### config.mk
export PLATFORM = sky130hd
export DESIGN_NAME = first_fit_heap_allocator
export DESIGN_NICKNAME = d
export VERILOG_FILES = /design/src/hdl/ffha_pkg.sv /design/src/hdl/ffha_table.sv /design/src/hdl/first_fit_heap_allocator.sv
export SDC_FILE = /design/constraint.sdc
export NUM_CORES = 2
export LEC_CHECK = 0
export BUFFER_PORTS_ARGS = -buffer_cell sky130_fd_sc_hd__buf_2
export CORE_AREA = 2 2 462 464
export CTS_CLUSTER_DIAMETER = 100
export DETAILED_ROUTE_END_ITERATION = 12
export DIE_AREA = 0 0 464 466
export PLACE_DENSITY = 0.79
export SKIP_CTS_REPAIR_TIMING = 1
export SLEW_MARGIN = 5
export SYNTH_ARGS = -nofsm -noshare
export SYNTH_HDL_FRONTEND = slang
export SYNTH_HIERARCHICAL = 1
export SYNTH_SLANG_ARGS = --single-unit
### constraint.sdc
create_clock -name clk -period 8.13 [get_ports clk]
set_input_delay 0.4065 -clock clk [delete_from_list [all_inputs] [get_ports clk]]
set_output_delay 0.4065 -clock clk [all_outputs]
set_load 0.02 [all_outputs]
### src/hdl/ffha_pkg.sv
// ----------------------------------------------------------------------------
// First-fit heap allocator package
// Shared constants, operation and status codes, and the segment entry type.
// ----------------------------------------------------------------------------
package ffha_pkg;

  localparam int unsigned MAX_SEGMENTS = 64;
  localparam logic [31:0] HEAP_BASE    = 32'h0020_0000;
  localparam int unsigned HEAP_BYTES   = 1048576;
  localparam int unsigned ALIGN_BYTES  = 8;
  localparam int unsigned HEADER_BYTES = 12;

  localparam int OFF_W  = 20;
  localparam int SIZE_W = 21;
  localparam int ADDR_W = 32;

  localparam logic [SIZE_W-1:0] HDR_SIZE   = SIZE_W'(HEADER_BYTES);
  localparam logic [SIZE_W-1:0] HEAP_LIMIT = SIZE_W'(HEAP_BYTES);
  localparam logic [SIZE_W-1:0] INIT_SIZE  = SIZE_W'(HEAP_BYTES - HEADER_BYTES);
  localparam logic [SIZE_W:0]   ALIGN_M1   = (SIZE_W+1)'(ALIGN_BYTES - 1);
  localparam logic [SIZE_W:0]   SPLIT_MIN  = (SIZE_W+1)'(HEADER_BYTES + ALIGN_BYTES);

  typedef enum logic [1:0] {
    FUNC_ALLOC   = 2'd0,
    FUNC_FREE    = 2'd1,
    FUNC_REALLOC = 2'd2,
    FUNC_STATS   = 2'd3
  } func_t;

  typedef enum logic [1:0] {
    ST_OK      = 2'd0,
    ST_NOMEM   = 2'd1,
    ST_INVALID = 2'd2
  } status_t;

  typedef struct packed {
    logic [OFF_W-1:0]  off;
    logic [SIZE_W-1:0] size;
    logic              free;
  } seg_t;

  function automatic logic [ADDR_W-1:0] payload_addr(input logic [OFF_W-1:0] off);
    return HEAP_BASE + ADDR_W'(HEADER_BYTES) + {{(ADDR_W-OFF_W){1'b0}}, off};
  endfunction

endpackage

### src/hdl/ffha_table.sv
// ----------------------------------------------------------------------------
// Segment table memory
// One write port and one read port with registered read data.
// ----------------------------------------------------------------------------
module ffha_table #(
  parameter int unsigned DEPTH = ffha_pkg::MAX_SEGMENTS
) (
  input  logic                     clk,
  input  logic                     wr_en,
  input  logic [$clog2(DEPTH)-1:0] wr_addr,
  input  ffha_pkg::seg_t           wr_data,
  input  logic                     rd_en,
  input  logic [$clog2(DEPTH)-1:0] rd_addr,
  output ffha_pkg::seg_t           rd_data
);
  import ffha_pkg::*;

  seg_t mem [DEPTH];

  always_ff @(posedge clk) begin
    if (wr_en) begin
      mem[wr_addr] <= wr_data;
    end
    if (rd_en) begin
      rd_data <= mem[rd_addr];
    end
  end

endmodule

### src/hdl/first_fit_heap_allocator.sv
// ----------------------------------------------------------------------------
// First-fit heap allocator
// Sequencer over an address-ordered segment table with split and coalescing.
// ----------------------------------------------------------------------------
// Requests arrive on the in_ channel: in_tuser carries the operation (allocate,
// free, reallocate, statistics), in_tdata the payload address and request size.
// Exactly one result transfer follows each request on the out_ channel, with the
// returned address, copy length, used and free byte totals, and status in
// out_tuser. The block serves one request at a time; in_tready is high only
// while it is idle. Each table entry visited takes a read state and then a use
// state. A first-fit search walks the entries in order; a split moves each
// entry above the chosen one up one place, and a free with coalescing moves
// each later entry down one place, all through the single table port. A
// finished result waits in the output register while the receiver stalls;
// the sequencer holds a further result until the earlier one is taken.
// After reset the block writes the initial free segment in its init state and
// then accepts requests. Running totals of used and free bytes are kept in
// registers, so statistics cost no table walk.
// ----------------------------------------------------------------------------
module first_fit_heap_allocator #(
  parameter int unsigned MAX_SEGMENTS = ffha_pkg::MAX_SEGMENTS
) (
  input  logic        clk,
  input  logic        rst_n,
  input  logic        in_tvalid,
  output logic        in_tready,
  input  logic [55:0] in_tdata,   // address[31:0], request_size[52:32], zero pad
  input  logic [1:0]  in_tuser,   // func[1:0]
  output logic        out_tvalid,
  input  logic        out_tready,
  output logic [95:0] out_tdata,  // result_address[31:0], copy_length[52:32],
                                  // used_bytes[73:53], spare_bytes[94:74], zero pad
  output logic [1:0]  out_tuser   // status[1:0]
);
  import ffha_pkg::*;

  localparam int IW = $clog2(MAX_SEGMENTS);
  localparam int CW = $clog2(MAX_SEGMENTS + 1);
  localparam logic [CW-1:0] CNT_MAX = CW'(MAX_SEGMENTS);

  typedef enum logic [16:0] {
    S_INIT   = 17'h00001,
    S_IDLE   = 17'h00002,
    S_F_RD   = 17'h00004,
    S_F_CMP  = 17'h00008,
    S_A_RD   = 17'h00010,
    S_A_CMP  = 17'h00020,
    S_SU_RD  = 17'h00040,
    S_SU_WR  = 17'h00080,
    S_A_WN   = 17'h00100,
    S_A_WC   = 17'h00200,
    S_FR_ACC = 17'h00400,
    S_FR_NX  = 17'h00800,
    S_FR_NXC = 17'h01000,
    S_FR_PV  = 17'h02000,
    S_FR_PVC = 17'h04000,
    S_SD     = 17'h08000,
    S_DONE   = 17'h10000
  } state_t;

  state_t            state_r, state_nxt;
  logic [ADDR_W-1:0] addr_r, addr_nxt;
  logic [SIZE_W-1:0] req_r, req_nxt;
  logic [SIZE_W-1:0] sz_r, sz_nxt;
  logic [CW-1:0]     idx_r, idx_nxt;
  logic [CW-1:0]     k_r, k_nxt;
  logic [CW-1:0]     count_r, count_nxt;
  logic [IW-1:0]     fidx_r, fidx_nxt;
  logic [SIZE_W-1:0] alloc_r, alloc_nxt;
  logic [SIZE_W-1:0] fsum_r, fsum_nxt;
  logic [OFF_W-1:0]  cur_off_r, cur_off_nxt;
  logic [SIZE_W-1:0] cur_size_r, cur_size_nxt;
  logic [OFF_W-1:0]  old_off_r, old_off_nxt;
  logic [SIZE_W-1:0] old_size_r, old_size_nxt;
  logic [ADDR_W-1:0] res_r, res_nxt;
  logic [SIZE_W-1:0] copy_r, copy_nxt;
  status_t           status_r, status_nxt;
  logic              realloc_r, realloc_nxt;
  logic              move_r, move_nxt;
  logic              split_r, split_nxt;
  logic              ret_pv_r, ret_pv_nxt;
  logic              sd_wr_r, sd_wr_nxt;

  logic              out_valid_r;
  logic [95:0]       out_data_r;
  status_t           out_status_r;
  logic              out_load;

  logic              mem_we, mem_re;
  logic [IW-1:0]     mem_waddr, mem_raddr;
  seg_t              mem_wdata, mem_rdata;

  func_t             in_func;
  logic [ADDR_W-1:0] in_addr;
  logic [SIZE_W-1:0] in_req;
  logic [SIZE_W-1:0] in_sz;
  logic [SIZE_W-1:0] req_sz;
  logic [CW-1:0]     fidx_ext;

  ffha_table #(
    .DEPTH (MAX_SEGMENTS)
  ) u_table (
    .clk     (clk),
    .wr_en   (mem_we),
    .wr_addr (mem_waddr),
    .wr_data (mem_wdata),
    .rd_en   (mem_re),
    .rd_addr (mem_raddr),
    .rd_data (mem_rdata)
  );

  assign in_func  = func_t'(in_tuser);
  assign in_addr  = in_tdata[31:0];
  assign in_req   = in_tdata[52:32];
  assign in_sz    = SIZE_W'(({1'b0, in_req} + ALIGN_M1) & ~ALIGN_M1);
  assign req_sz   = SIZE_W'(({1'b0, req_r} + ALIGN_M1) & ~ALIGN_M1);
  assign fidx_ext = CW'(fidx_r);
  assign in_tready = (state_r == S_IDLE);

  always_comb begin
    state_nxt    = state_r;
    addr_nxt     = addr_r;
    req_nxt      = req_r;
    sz_nxt       = sz_r;
    idx_nxt      = idx_r;
    k_nxt        = k_r;
    count_nxt    = count_r;
    fidx_nxt     = fidx_r;
    alloc_nxt    = alloc_r;
    fsum_nxt     = fsum_r;
    cur_off_nxt  = cur_off_r;
    cur_size_nxt = cur_size_r;
    old_off_nxt  = old_off_r;
    old_size_nxt = old_size_r;
    res_nxt      = res_r;
    copy_nxt     = copy_r;
    status_nxt   = status_r;
    realloc_nxt  = realloc_r;
    move_nxt     = move_r;
    split_nxt    = split_r;
    ret_pv_nxt   = ret_pv_r;
    sd_wr_nxt    = sd_wr_r;
    mem_we       = 1'b0;
    mem_waddr    = '0;
    mem_wdata    = '0;
    mem_re       = 1'b0;
    mem_raddr    = '0;
    out_load     = 1'b0;

    unique case (state_r)
      S_INIT: begin
        mem_we    = 1'b1;
        mem_wdata = '{off: '0, size: INIT_SIZE, free: 1'b1};
        state_nxt = S_IDLE;
      end

      S_IDLE: begin
        if (in_tvalid) begin
          addr_nxt    = in_addr;
          req_nxt     = in_req;
          sz_nxt      = in_sz;
          idx_nxt     = '0;
          res_nxt     = '0;
          copy_nxt    = '0;
          status_nxt  = ST_OK;
          move_nxt    = 1'b0;
          realloc_nxt = 1'b0;
          state_nxt   = S_DONE;
          if (in_func == FUNC_ALLOC || (in_func == FUNC_REALLOC && in_addr == '0)) begin
            if (in_req > HEAP_LIMIT) begin
              status_nxt = ST_NOMEM;
            end else if (in_req != '0) begin
              state_nxt = S_A_RD;
            end
          end else if (in_func == FUNC_FREE || (in_func == FUNC_REALLOC && in_req == '0)) begin
            if (in_addr != '0) begin
              state_nxt = S_F_RD;
            end
          end else if (in_func == FUNC_REALLOC) begin
            realloc_nxt = 1'b1;
            state_nxt   = S_F_RD;
          end
        end
      end

      // Look up the allocated segment that owns the given payload address.
      S_F_RD: begin
        if (idx_r == count_r) begin
          status_nxt = ST_INVALID;
          state_nxt  = S_DONE;
        end else begin
          mem_re    = 1'b1;
          mem_raddr = idx_r[IW-1:0];
          state_nxt = S_F_CMP;
        end
      end

      S_F_CMP: begin
        if (payload_addr(mem_rdata.off) == addr_r) begin
          if (mem_rdata.free) begin
            status_nxt = ST_INVALID;
            state_nxt  = S_DONE;
          end else if (!realloc_r) begin
            cur_off_nxt  = mem_rdata.off;
            cur_size_nxt = mem_rdata.size;
            fidx_nxt     = idx_r[IW-1:0];
            state_nxt    = S_FR_ACC;
          end else if (mem_rdata.size >= req_r) begin
            res_nxt   = addr_r;
            state_nxt = S_DONE;
          end else if (req_r > HEAP_LIMIT) begin
            status_nxt = ST_NOMEM;
            state_nxt  = S_DONE;
          end else begin
            old_off_nxt  = mem_rdata.off;
            old_size_nxt = mem_rdata.size;
            fidx_nxt     = idx_r[IW-1:0];
            move_nxt     = 1'b1;
            sz_nxt       = req_sz;
            idx_nxt      = '0;
            state_nxt    = S_A_RD;
          end
        end else begin
          idx_nxt   = idx_r + CW'(1);
          state_nxt = S_F_RD;
        end
      end

      // First-fit search.
      S_A_RD: begin
        if (idx_r == count_r) begin
          status_nxt = ST_NOMEM;
          state_nxt  = S_DONE;
        end else begin
          mem_re    = 1'b1;
          mem_raddr = idx_r[IW-1:0];
          state_nxt = S_A_CMP;
        end
      end

      S_A_CMP: begin
        if (mem_rdata.free && mem_rdata.size >= sz_r) begin
          cur_off_nxt  = mem_rdata.off;
          cur_size_nxt = mem_rdata.size;
          if (count_r < CNT_MAX && {1'b0, mem_rdata.size} >= ({1'b0, sz_r} + SPLIT_MIN)) begin
            split_nxt = 1'b1;
            k_nxt     = count_r - CW'(1);
            state_nxt = S_SU_RD;
          end else begin
            split_nxt = 1'b0;
            state_nxt = S_A_WC;
          end
        end else begin
          idx_nxt   = idx_r + CW'(1);
          state_nxt = S_A_RD;
        end
      end

      // Open a gap above the chosen segment, moving the top entry first.
      S_SU_RD: begin
        if (k_r > idx_r) begin
          mem_re    = 1'b1;
          mem_raddr = k_r[IW-1:0];
          state_nxt = S_SU_WR;
        end else begin
          state_nxt = S_A_WN;
        end
      end

      S_SU_WR: begin
        mem_we    = 1'b1;
        mem_waddr = IW'(k_r + CW'(1));
        mem_wdata = mem_rdata;
        k_nxt     = k_r - CW'(1);
        state_nxt = S_SU_RD;
      end

      S_A_WN: begin
        mem_we       = 1'b1;
        mem_waddr    = IW'(idx_r + CW'(1));
        mem_wdata    = '{off:  OFF_W'(cur_off_r + OFF_W'(HEADER_BYTES) + sz_r[OFF_W-1:0]),
                         size: cur_size_r - sz_r - HDR_SIZE,
                         free: 1'b1};
        count_nxt    = count_r + CW'(1);
        cur_size_nxt = sz_r;
        fsum_nxt     = fsum_r - sz_r - HDR_SIZE;
        state_nxt    = S_A_WC;
      end

      S_A_WC: begin
        mem_we    = 1'b1;
        mem_waddr = idx_r[IW-1:0];
        mem_wdata = '{off: cur_off_r, size: cur_size_r, free: 1'b0};
        alloc_nxt = alloc_r + cur_size_r;
        if (!split_r) begin
          fsum_nxt = fsum_r - cur_size_r;
        end
        res_nxt   = payload_addr(cur_off_r);
        state_nxt = S_DONE;
        if (move_r) begin
          // The old block now follows the new one by one more place if a split
          // opened a gap below it.
          copy_nxt     = old_size_r;
          cur_off_nxt  = old_off_r;
          cur_size_nxt = old_size_r;
          if (split_r && idx_r < fidx_ext) begin
            fidx_nxt = fidx_r + IW'(1);
          end
          state_nxt = S_FR_ACC;
        end
      end

      S_FR_ACC: begin
        alloc_nxt = (alloc_r >= cur_size_r) ? alloc_r - cur_size_r : '0;
        fsum_nxt  = fsum_r + cur_size_r;
        state_nxt = S_FR_NX;
      end

      // Coalesce with the following segment, then with the preceding one.
      S_FR_NX: begin
        if (fidx_ext + CW'(1) < count_r) begin
          mem_re    = 1'b1;
          mem_raddr = fidx_r + IW'(1);
          state_nxt = S_FR_NXC;
        end else begin
          state_nxt = S_FR_PV;
        end
      end

      S_FR_NXC: begin
        if (mem_rdata.free) begin
          cur_size_nxt = cur_size_r + HDR_SIZE + mem_rdata.size;
          fsum_nxt     = fsum_r + HDR_SIZE;
          k_nxt        = fidx_ext + CW'(1);
          ret_pv_nxt   = 1'b1;
          sd_wr_nxt    = 1'b0;
          state_nxt    = S_SD;
        end else begin
          state_nxt = S_FR_PV;
        end
      end

      S_FR_PV: begin
        if (fidx_r != '0) begin
          mem_re    = 1'b1;
          mem_raddr = fidx_r - IW'(1);
          state_nxt = S_FR_PVC;
        end else begin
          mem_we    = 1'b1;
          mem_waddr = fidx_r;
          mem_wdata = '{off: cur_off_r, size: cur_size_r, free: 1'b1};
          state_nxt = S_DONE;
        end
      end

      S_FR_PVC: begin
        mem_we = 1'b1;
        if (mem_rdata.free) begin
          mem_waddr  = fidx_r - IW'(1);
          mem_wdata  = '{off:  mem_rdata.off,
                         size: mem_rdata.size + HDR_SIZE + cur_size_r,
                         free: 1'b1};
          fsum_nxt   = fsum_r + HDR_SIZE;
          k_nxt      = fidx_ext;
          ret_pv_nxt = 1'b0;
          sd_wr_nxt  = 1'b0;
          state_nxt  = S_SD;
        end else begin
          mem_waddr = fidx_r;
          mem_wdata = '{off: cur_off_r, size: cur_size_r, free: 1'b1};
          state_nxt = S_DONE;
        end
      end

      // Close the gap at entry k by moving every later entry down one place.
      S_SD: begin
        if (sd_wr_r) begin
          mem_we    = 1'b1;
          mem_waddr = k_r[IW-1:0];
          mem_wdata = mem_rdata;
          k_nxt     = k_r + CW'(1);
          sd_wr_nxt = 1'b0;
        end else if (k_r + CW'(1) < count_r) begin
          mem_re    = 1'b1;
          mem_raddr = IW'(k_r + CW'(1));
          sd_wr_nxt = 1'b1;
        end else begin
          count_nxt = count_r - CW'(1);
          state_nxt = ret_pv_r ? S_FR_PV : S_DONE;
        end
      end

      S_DONE: begin
        if (!out_valid_r || out_tready) begin
          out_load  = 1'b1;
          state_nxt = S_IDLE;
        end
      end

      default: state_nxt = S_IDLE;
    endcase
  end

  always_ff @(posedge clk) begin
    if (!rst_n) begin
      state_r   <= S_INIT;
      count_r   <= CW'(1);
      alloc_r   <= '0;
      fsum_r    <= INIT_SIZE;
      realloc_r <= 1'b0;
      move_r    <= 1'b0;
      split_r   <= 1'b0;
      ret_pv_r  <= 1'b0;
      sd_wr_r   <= 1'b0;
    end else begin
      state_r   <= state_nxt;
      count_r   <= count_nxt;
      alloc_r   <= alloc_nxt;
      fsum_r    <= fsum_nxt;
      realloc_r <= realloc_nxt;
      move_r    <= move_nxt;
      split_r   <= split_nxt;
      ret_pv_r  <= ret_pv_nxt;
      sd_wr_r   <= sd_wr_nxt;
    end
  end

  always_ff @(posedge clk) begin
    addr_r     <= addr_nxt;
    req_r      <= req_nxt;
    sz_r       <= sz_nxt;
    idx_r      <= idx_nxt;
    k_r        <= k_nxt;
    fidx_r     <= fidx_nxt;
    cur_off_r  <= cur_off_nxt;
    cur_size_r <= cur_size_nxt;
    old_off_r  <= old_off_nxt;
    old_size_r <= old_size_nxt;
    res_r      <= res_nxt;
    copy_r     <= copy_nxt;
    status_r   <= status_nxt;
  end

  always_ff @(posedge clk) begin
    if (!rst_n) begin
      out_valid_r <= 1'b0;
    end else if (out_load) begin
      out_valid_r <= 1'b1;
    end else if (out_tready) begin
      out_valid_r <= 1'b0;
    end
  end

  always_ff @(posedge clk) begin
    if (out_load) begin
      out_data_r   <= {1'b0, fsum_r, alloc_r, copy_r, res_r};
      out_status_r <= status_r;
    end
  end

  assign out_tvalid = out_valid_r;
  assign out_tdata  = out_data_r;
  assign out_tuser  = out_status_r;

  a_count_range: assert property (@(posedge clk) disable iff (!rst_n)
    (count_r != '0) && (count_r <= CNT_MAX))
    else $error("segment count out of range");

  a_busy_after_accept: assert property (@(posedge clk) disable iff (!rst_n)
    (in_tvalid && in_tready) |=> !in_tready)
    else $error("request accepted while a request is in progress");

  a_fail_null: assert property (@(posedge clk) disable iff (!rst_n)
    (out_tvalid && out_tuser != ST_OK) |-> (out_tdata[31:0] == '0))
    else $error("failed request returned an address");

  a_status_code: assert property (@(posedge clk) disable iff (!rst_n)
    out_tvalid |-> (out_tuser == ST_OK || out_tuser == ST_NOMEM || out_tuser == ST_INVALID))
    else $error("undefined status code");

endmodule

Yosys cells after proc, flatten, opt, wreduce, memory -nomap -nowiden
Memories as Yosys holds them, arrays and structs flattened. A register that Yosys moved wholly into a read port is not among the register bits.
Index checks and enable logic that the tools add are counted.
{ "op_classes": {"addsub": 28, "n_mul": 0, "div": 0, "n_lt_le_gt_ge": 11, "eq_ne": 53, "shift": 0, "n_mux": 142, "bitwise": 3, "reduce_logical": 50} }
{ "op_table": {"columns": ["operator", "n"], "rows": [
  ["17-bit 2-to-1 mux", 22],
  ["21-bit 2-to-1 mux", 16],
  ["42-bit case mux with 7 select lines", 1],
  ["17-bit case mux with 16 select lines", 1],
  ["32-bit 2-to-1 mux", 5],
  ["42-bit 2-to-1 mux", 3],
  ["21-bit case mux with 2 select lines", 3],
  ["21-bit case mux with 5 select lines", 1],
  ["20-bit 2-to-1 mux", 5],
  ["7-bit 2-to-1 mux", 14],
  ["6-bit 2-to-1 mux", 16],
  ["32-bit case mux with 3 select lines", 1],
  ["21-bit adder", 4],
  ["21-bit case mux with 4 select lines", 1],
  ["21-bit subtractor", 4],
  ["21-bit by 4-bit adder with 21-bit output (second input constant)", 3],
  ["21-bit greater-or-equal comparator", 3],
  ["20-bit case mux with 3 select lines", 1],
  ["22-bit by 20-bit adder with 23-bit output (first input constant)", 2],
  ["21-bit by 3-bit adder with 21-bit output (second input constant)", 2],
  ["21-bit greater-than comparator (second input constant)", 2],
  ["21-bit by 4-bit subtractor with 21-bit output (second input constant)", 2],
  ["2-bit inequality test (second input constant)", 20],
  ["6-bit case mux with 6 select lines", 1],
  ["74 further kinds", 154]
]} }
{ "word_totals": {"regBits": 400, "latchBits": 0, "mem_bits_rw": 2688, "romBits": 0, "input_bits": 62, "mem_count": 1} }
{ "memory_table": {"columns": ["name", "words", "word_bits", "read_ports", "rd_ports_with_merged_regs", "write_ports", "line_no", "rtl"], "rows": [
  ["u_table.mem", 64, 42, 1, 1, 1, "ffha_table.sv:18", "seg_t mem [DEPTH];"]
]} }

Depth between registers and ports, before layout
{ "depth": {"word_depth": 7, "ltp_mapped": 22} }

Hierarchy
Netlist, hierarchy kept.
{ "modules_own_cells": {"columns": ["mod", "n_inst", "cells_per_inst", "area_each_um2", "seq_area_each_um2"], "rows": [
  ["ffha_table", 1, 4448, 103385.4, 81978.6],
  ["first_fit_heap_allocator", 1, 3074, 28880.2, 11200.7]
]} }

Worst setup path after synthesis
No wires, ideal clock.
{ "synth_path": {"kind": "flip-flop to flip-flop", "from": "reg state_r[12]", "to": "mem u_table/mem[0][37] (netlist bit) (data pin)", "arrival_ps": 6011, "path_slack_ps": 1214, "path_stages_with_launch": 9, "path_buffers": 3, "synth_period_minus_slack_ps": 6916, "cell_sequence": "dfxtp_1 > or4_1 > clkbuf_1 > nor3_4 > nand2_1 > or3b_2 > buf_2 > clkbuf_1 > o41ai_1"} }
{ "synth_lines": {"columns": ["item", "line_no", "rtl"], "rows": [
  ["start, declared", "first_fit_heap_allocator.sv:61", "state_t state_r, state_nxt;"],
  ["start signal, assigned", "first_fit_heap_allocator.sv:416", "state_r <= state_nxt;"],
  ["end, declared", "ffha_table.sv:18", null]
]} }

Final worst setup path
{ "layout_path": {"from": "reg fidx_r[0]", "to": "reg, netlist name u_table/rd_data[2]"} }
{ "layout_between": {"elab_chain_cells": 4, "elab_cells_between_ends": 11} }
{ "layout_rtl": {"columns": ["item", "line_no", "rtl"], "rows": [
  ["start, declared", "first_fit_heap_allocator.sv:68", "logic [IW-1:0] fidx_r, fidx_nxt;"],
  ["start signal, assigned", "first_fit_heap_allocator.sv:434", "fidx_r <= fidx_nxt;"],
  ["6-bit by 1-bit adder with 7-bit output", "first_fit_heap_allocator.sv:321", "if (fidx_ext + CW'(1) < count_r) begin"],
  ["7-bit less-than comparator", "first_fit_heap_allocator.sv:321", null],
  ["6-bit 2-to-1 mux", "first_fit_heap_allocator.sv:321", null],
  ["6-bit case mux with 5 select lines (*)", "first_fit_heap_allocator.sv:150", "unique case (state_r)"],
  ["via mem_raddr[2]", "first_fit_heap_allocator.sv:90", "logic [IW-1:0] mem_waddr, mem_raddr;"]
]} }
The timed path passes the listed nets; every way through them passes the cells marked *.
A chain may end at the register's enable or synchronous reset.

==> flow_summary.toml <==
[run_status]
outcome = "complete, no violations"

[timing]
min_period_ns = 7.151
skew_ns = 0.08569
max_clock_freq_mhz = 139.8
rsz0062_at_grt = "no"
min_period_over_period_pct = 87.96
hold_slack_ns = 0.007620
finalSetupViolations = 0
tns_ns = 0
max_slew.worst_pin.slew_ns = 1.405
timing.final.hold_violations = 0
slew_viol_final = 0
slew_headroom_pct = 5.947

[route]
finalWirelength_mm = 384.9
vias = 78420
drc = 0
viasPerCell = 7.140
firstDrtPassIters = 8
drtIter0Drc = 12710
ant_nets = 0
wire_per_inst_um = 35.04

[yosys]
synth_warnings = 6
synth_seq_cells = 3127
synth_cells = 7522
syn_avg_cell_area_um2 = 17.58
synth_edf_count = 3055
synth_ff_type = "edfxtp_1"
postSynthNetCount = 7885
yosysUniqueCellTypes = 98
yosysSeqAreaShare_pct = 70.45
syn_area_um2 = 132300
synthArstFlopShare_pct = 0

[setup_path]
rrSetupSlack_ns = 0.98
worstPathArrival_ns = 7.97
cp-start-kind = "flip-flop"
r2r_cells = 17
cp.required_ns = 8.95
crit_fanout = 57
end_kind = "flip-flop"
r2r-end = "u_table/rd_data[2]"
crit_type = "reg2reg"
worstReg2RegStart = "fidx_r[0]"
crit_start = "fidx_r[0]"

[floorplan]
initial_core_util_pct = 62.61
dieHeight_um = 466
core_um2 = 211200
ios = 162
placementRows = 169
dieArea_um2 = 216200
die_x_um = 464

[cts]
insertion_delay_ns = 0.99
path_clk_slew_ns = 0.07
htree_num_levels = 5
clkSinkCount = 3127
clk_path_buf_depth = 4
cts_root_buf = "clkbuf_16"
cts_tree = "built"
numCtsBuffers = 321

[min_path]
worst_hold_path_type = "in2reg"
hp-start = "in_tvalid"
min_to = "move_r"
hold_depth = 4

[pwr]
ir_worst_vdd_v = 0.0002297
p_per_area_nw_per_um2 = 219.8
p_leak_nw = 47.56

[grt]
antenna_found_initial = 16
grtUsageMet1_pct = 46.19
grt_overflow = 0
grt_max_degree = 100
gr-usage-met2_pct = 56.31
grt_pass1_vias = 78300
grt_usage_pct = 35.38
met3_usage_pct = 8.703
busiest_layer = "met2"
grt_pass1_wl_mm = 550.0

[placed_design]
globalplace.congestion = 0.9474
place_hpwl_mm = 221.5
dp_cells = 10370
portBuffers = 157

[finish]
drive_above_1_share_pct = 20.76
fin_cells = 10980
syn_to_final_growth_pct = 12.05
final_nets = 8294
final_core_util_pct = 70.16

[job]
drv_cap = 0
[area by class of cell]
class | count | area [um2]
Sequential cell | 3127 | 93180
Fill cell | 12160 | 63030
Multi-Input combinational cell | 3775 | 37090
Clock buffer | 397 | 8496
Tap cell | 2821 | 3530
Timing Repair Buffer | 465 | 3518
Clock inverter | 153 | 1484
Inverter | 241 | 904.6
Antenna cell | 4 | 10.01
[routing by layer]
layer  vias to the layer above  wire, um
met3                      1364     50140
li1                      31300         -
met4                        12     21930
met2                      6600    183300
met5                         -        92
met1                     39150    129500
[sequential cells by signal, summed over array words and instances, names as in the netlist, 2 cells and up, named ones only]
signal / cells
cur_size_r: 21
sz_r: 18
addr_r: 32
status_r: 2
copy_r: 21
u_table/mem: 2688
state_r: 17
out_tuser: 2
idx_r: 7
fsum_r: 19
k_r: 7
fidx_r: 6
count_r: 7
alloc_r: 21
old_off_r: 20
out_tdata: 95
res_r: 32
u_table/rd_data: 42
req_r: 21
cur_off_r: 20
old_size_r: 21
[layout by cell type (no fill, tap or decap), drive strengths merged, types with 34 or more instances in the layout]
master	Yosys	routed
o21ai	184	184
xnor2	193	193
ha	296	296
dlygate4sd3	0	58
nor4	61	61
nand3	117	117
mux2	53	53
clkinv	0	115
nor3	101	101
nand2b	34	34
o22ai	188	188
inv	241	244
a31oi	34	34
nand2	314	314
mux4	637	637
xor2	70	70
a22oi	67	67
nor2b	76	76
dfxtp	72	72
and2	48	48
a21oi	187	187
a21o	50	50
nor2	313	313
nand4	63	63
o221ai	52	52
a211oi	77	77
edfxtp	3055	3055
mux2i	92	92
buf	192	407
o21a	46	46
clkbuf	187	397
[worst max-delay path, cell delays in order, from the launching register on]
cell,delay (ns)
edfxtp_1,0.70
inv_1,0.12
ha_1,0.51
ha_1,0.29
a21boi_0,0.12
o21a_1,0.20
o21a_1,0.16
o21a_1,0.17
o21a_1,0.17
o21ai_0,0.24
nand3b_1,0.51
o2111ai_4,1.10
buf_12,0.40
or3_1,0.80
buf_4,0.39
o22ai_1,0.17
nor4_1,0.68
o22a_1,0.26
[synthesized netlist by cell type, types with 76 or more instances]
| master | count | area [um2] |
|---|---|---|
| nand3_1 | 117 | 585.6 |
| edfxtp_1 | 3055 | 91740 |
| a21oi_1 | 187 | 935.9 |
| mux4_2 | 637 | 14350 |
| nand2_1 | 313 | 1175 |
| buf_2 | 106 | 530.5 |
| xnor2_1 | 193 | 1690 |
| nor2b_1 | 76 | 475.5 |
| o22ai_1 | 188 | 1176 |
| nor3_1 | 99 | 495.5 |
| mux2i_1 | 92 | 920.9 |
| nor2_1 | 311 | 1167 |
| inv_1 | 240 | 900.9 |
| clkbuf_1 | 181 | 679.4 |
| o21ai_0 | 182 | 910.9 |
| ha_1 | 296 | 3704 |
[through the flow]
| step | area [um2] | total power [mW] | setup WS, ns |
|---|---|---|---|
| detailed placement | 137600 | 18.49 | 1.310 |
| floorplan | 132300 | 18.28 | 1.214 |
| global placement | 137600 | 18.47 | 1.347 |
| global route | 148200 | 33.21 | 0.9229 |
| CTS | 147600 | 32.61 | 1.183 |
| finish | 148200 | 32.58 | 0.9786 |
[power breakdown]
| part | switching (mW) | total, mW | leakage, nW | internal (mW) |
|---|---|---|---|---|
| combinational | 0.374 | 0.526 | 14.6 | 0.152 |
| clock | 6.12 | 14.4 | 4.87 | 8.26 |
| sequential | 0.0388 | 17.7 | 28.1 | 17.6 |
[worst max-delay path by stage]
stage / cells after the start / slack [ns] / to
floorplan: 8 / 1.21 / u_table/mem[0][37]
global placement: 17 / 1.35 / u_table/rd_data[28]
detailed placement: 17 / 1.31 / u_table/rd_data[28]
CTS: 17 / 1.18 / u_table/rd_data[27]
global route: 17 / 0.92 / u_table/rd_data[27]
finish: 17 / 0.98 / u_table/rd_data[2]
[cell families after synthesis]
| family | share of synthesized area, % |
|---|---|
| AOI/OAI and AO/OA | 6.039 |
| xor gates and xnor gates | 1.742 |
| adders and majority gates | 2.876 |
| buffers and inverters | 2.146 |
| DFF | 70.45 |
| muxes | 11.99 |
| other | 0.002835 |
| and+or+nand+nor | 4.752 |
Note: power is estimated with default switching activity, not from simulation.
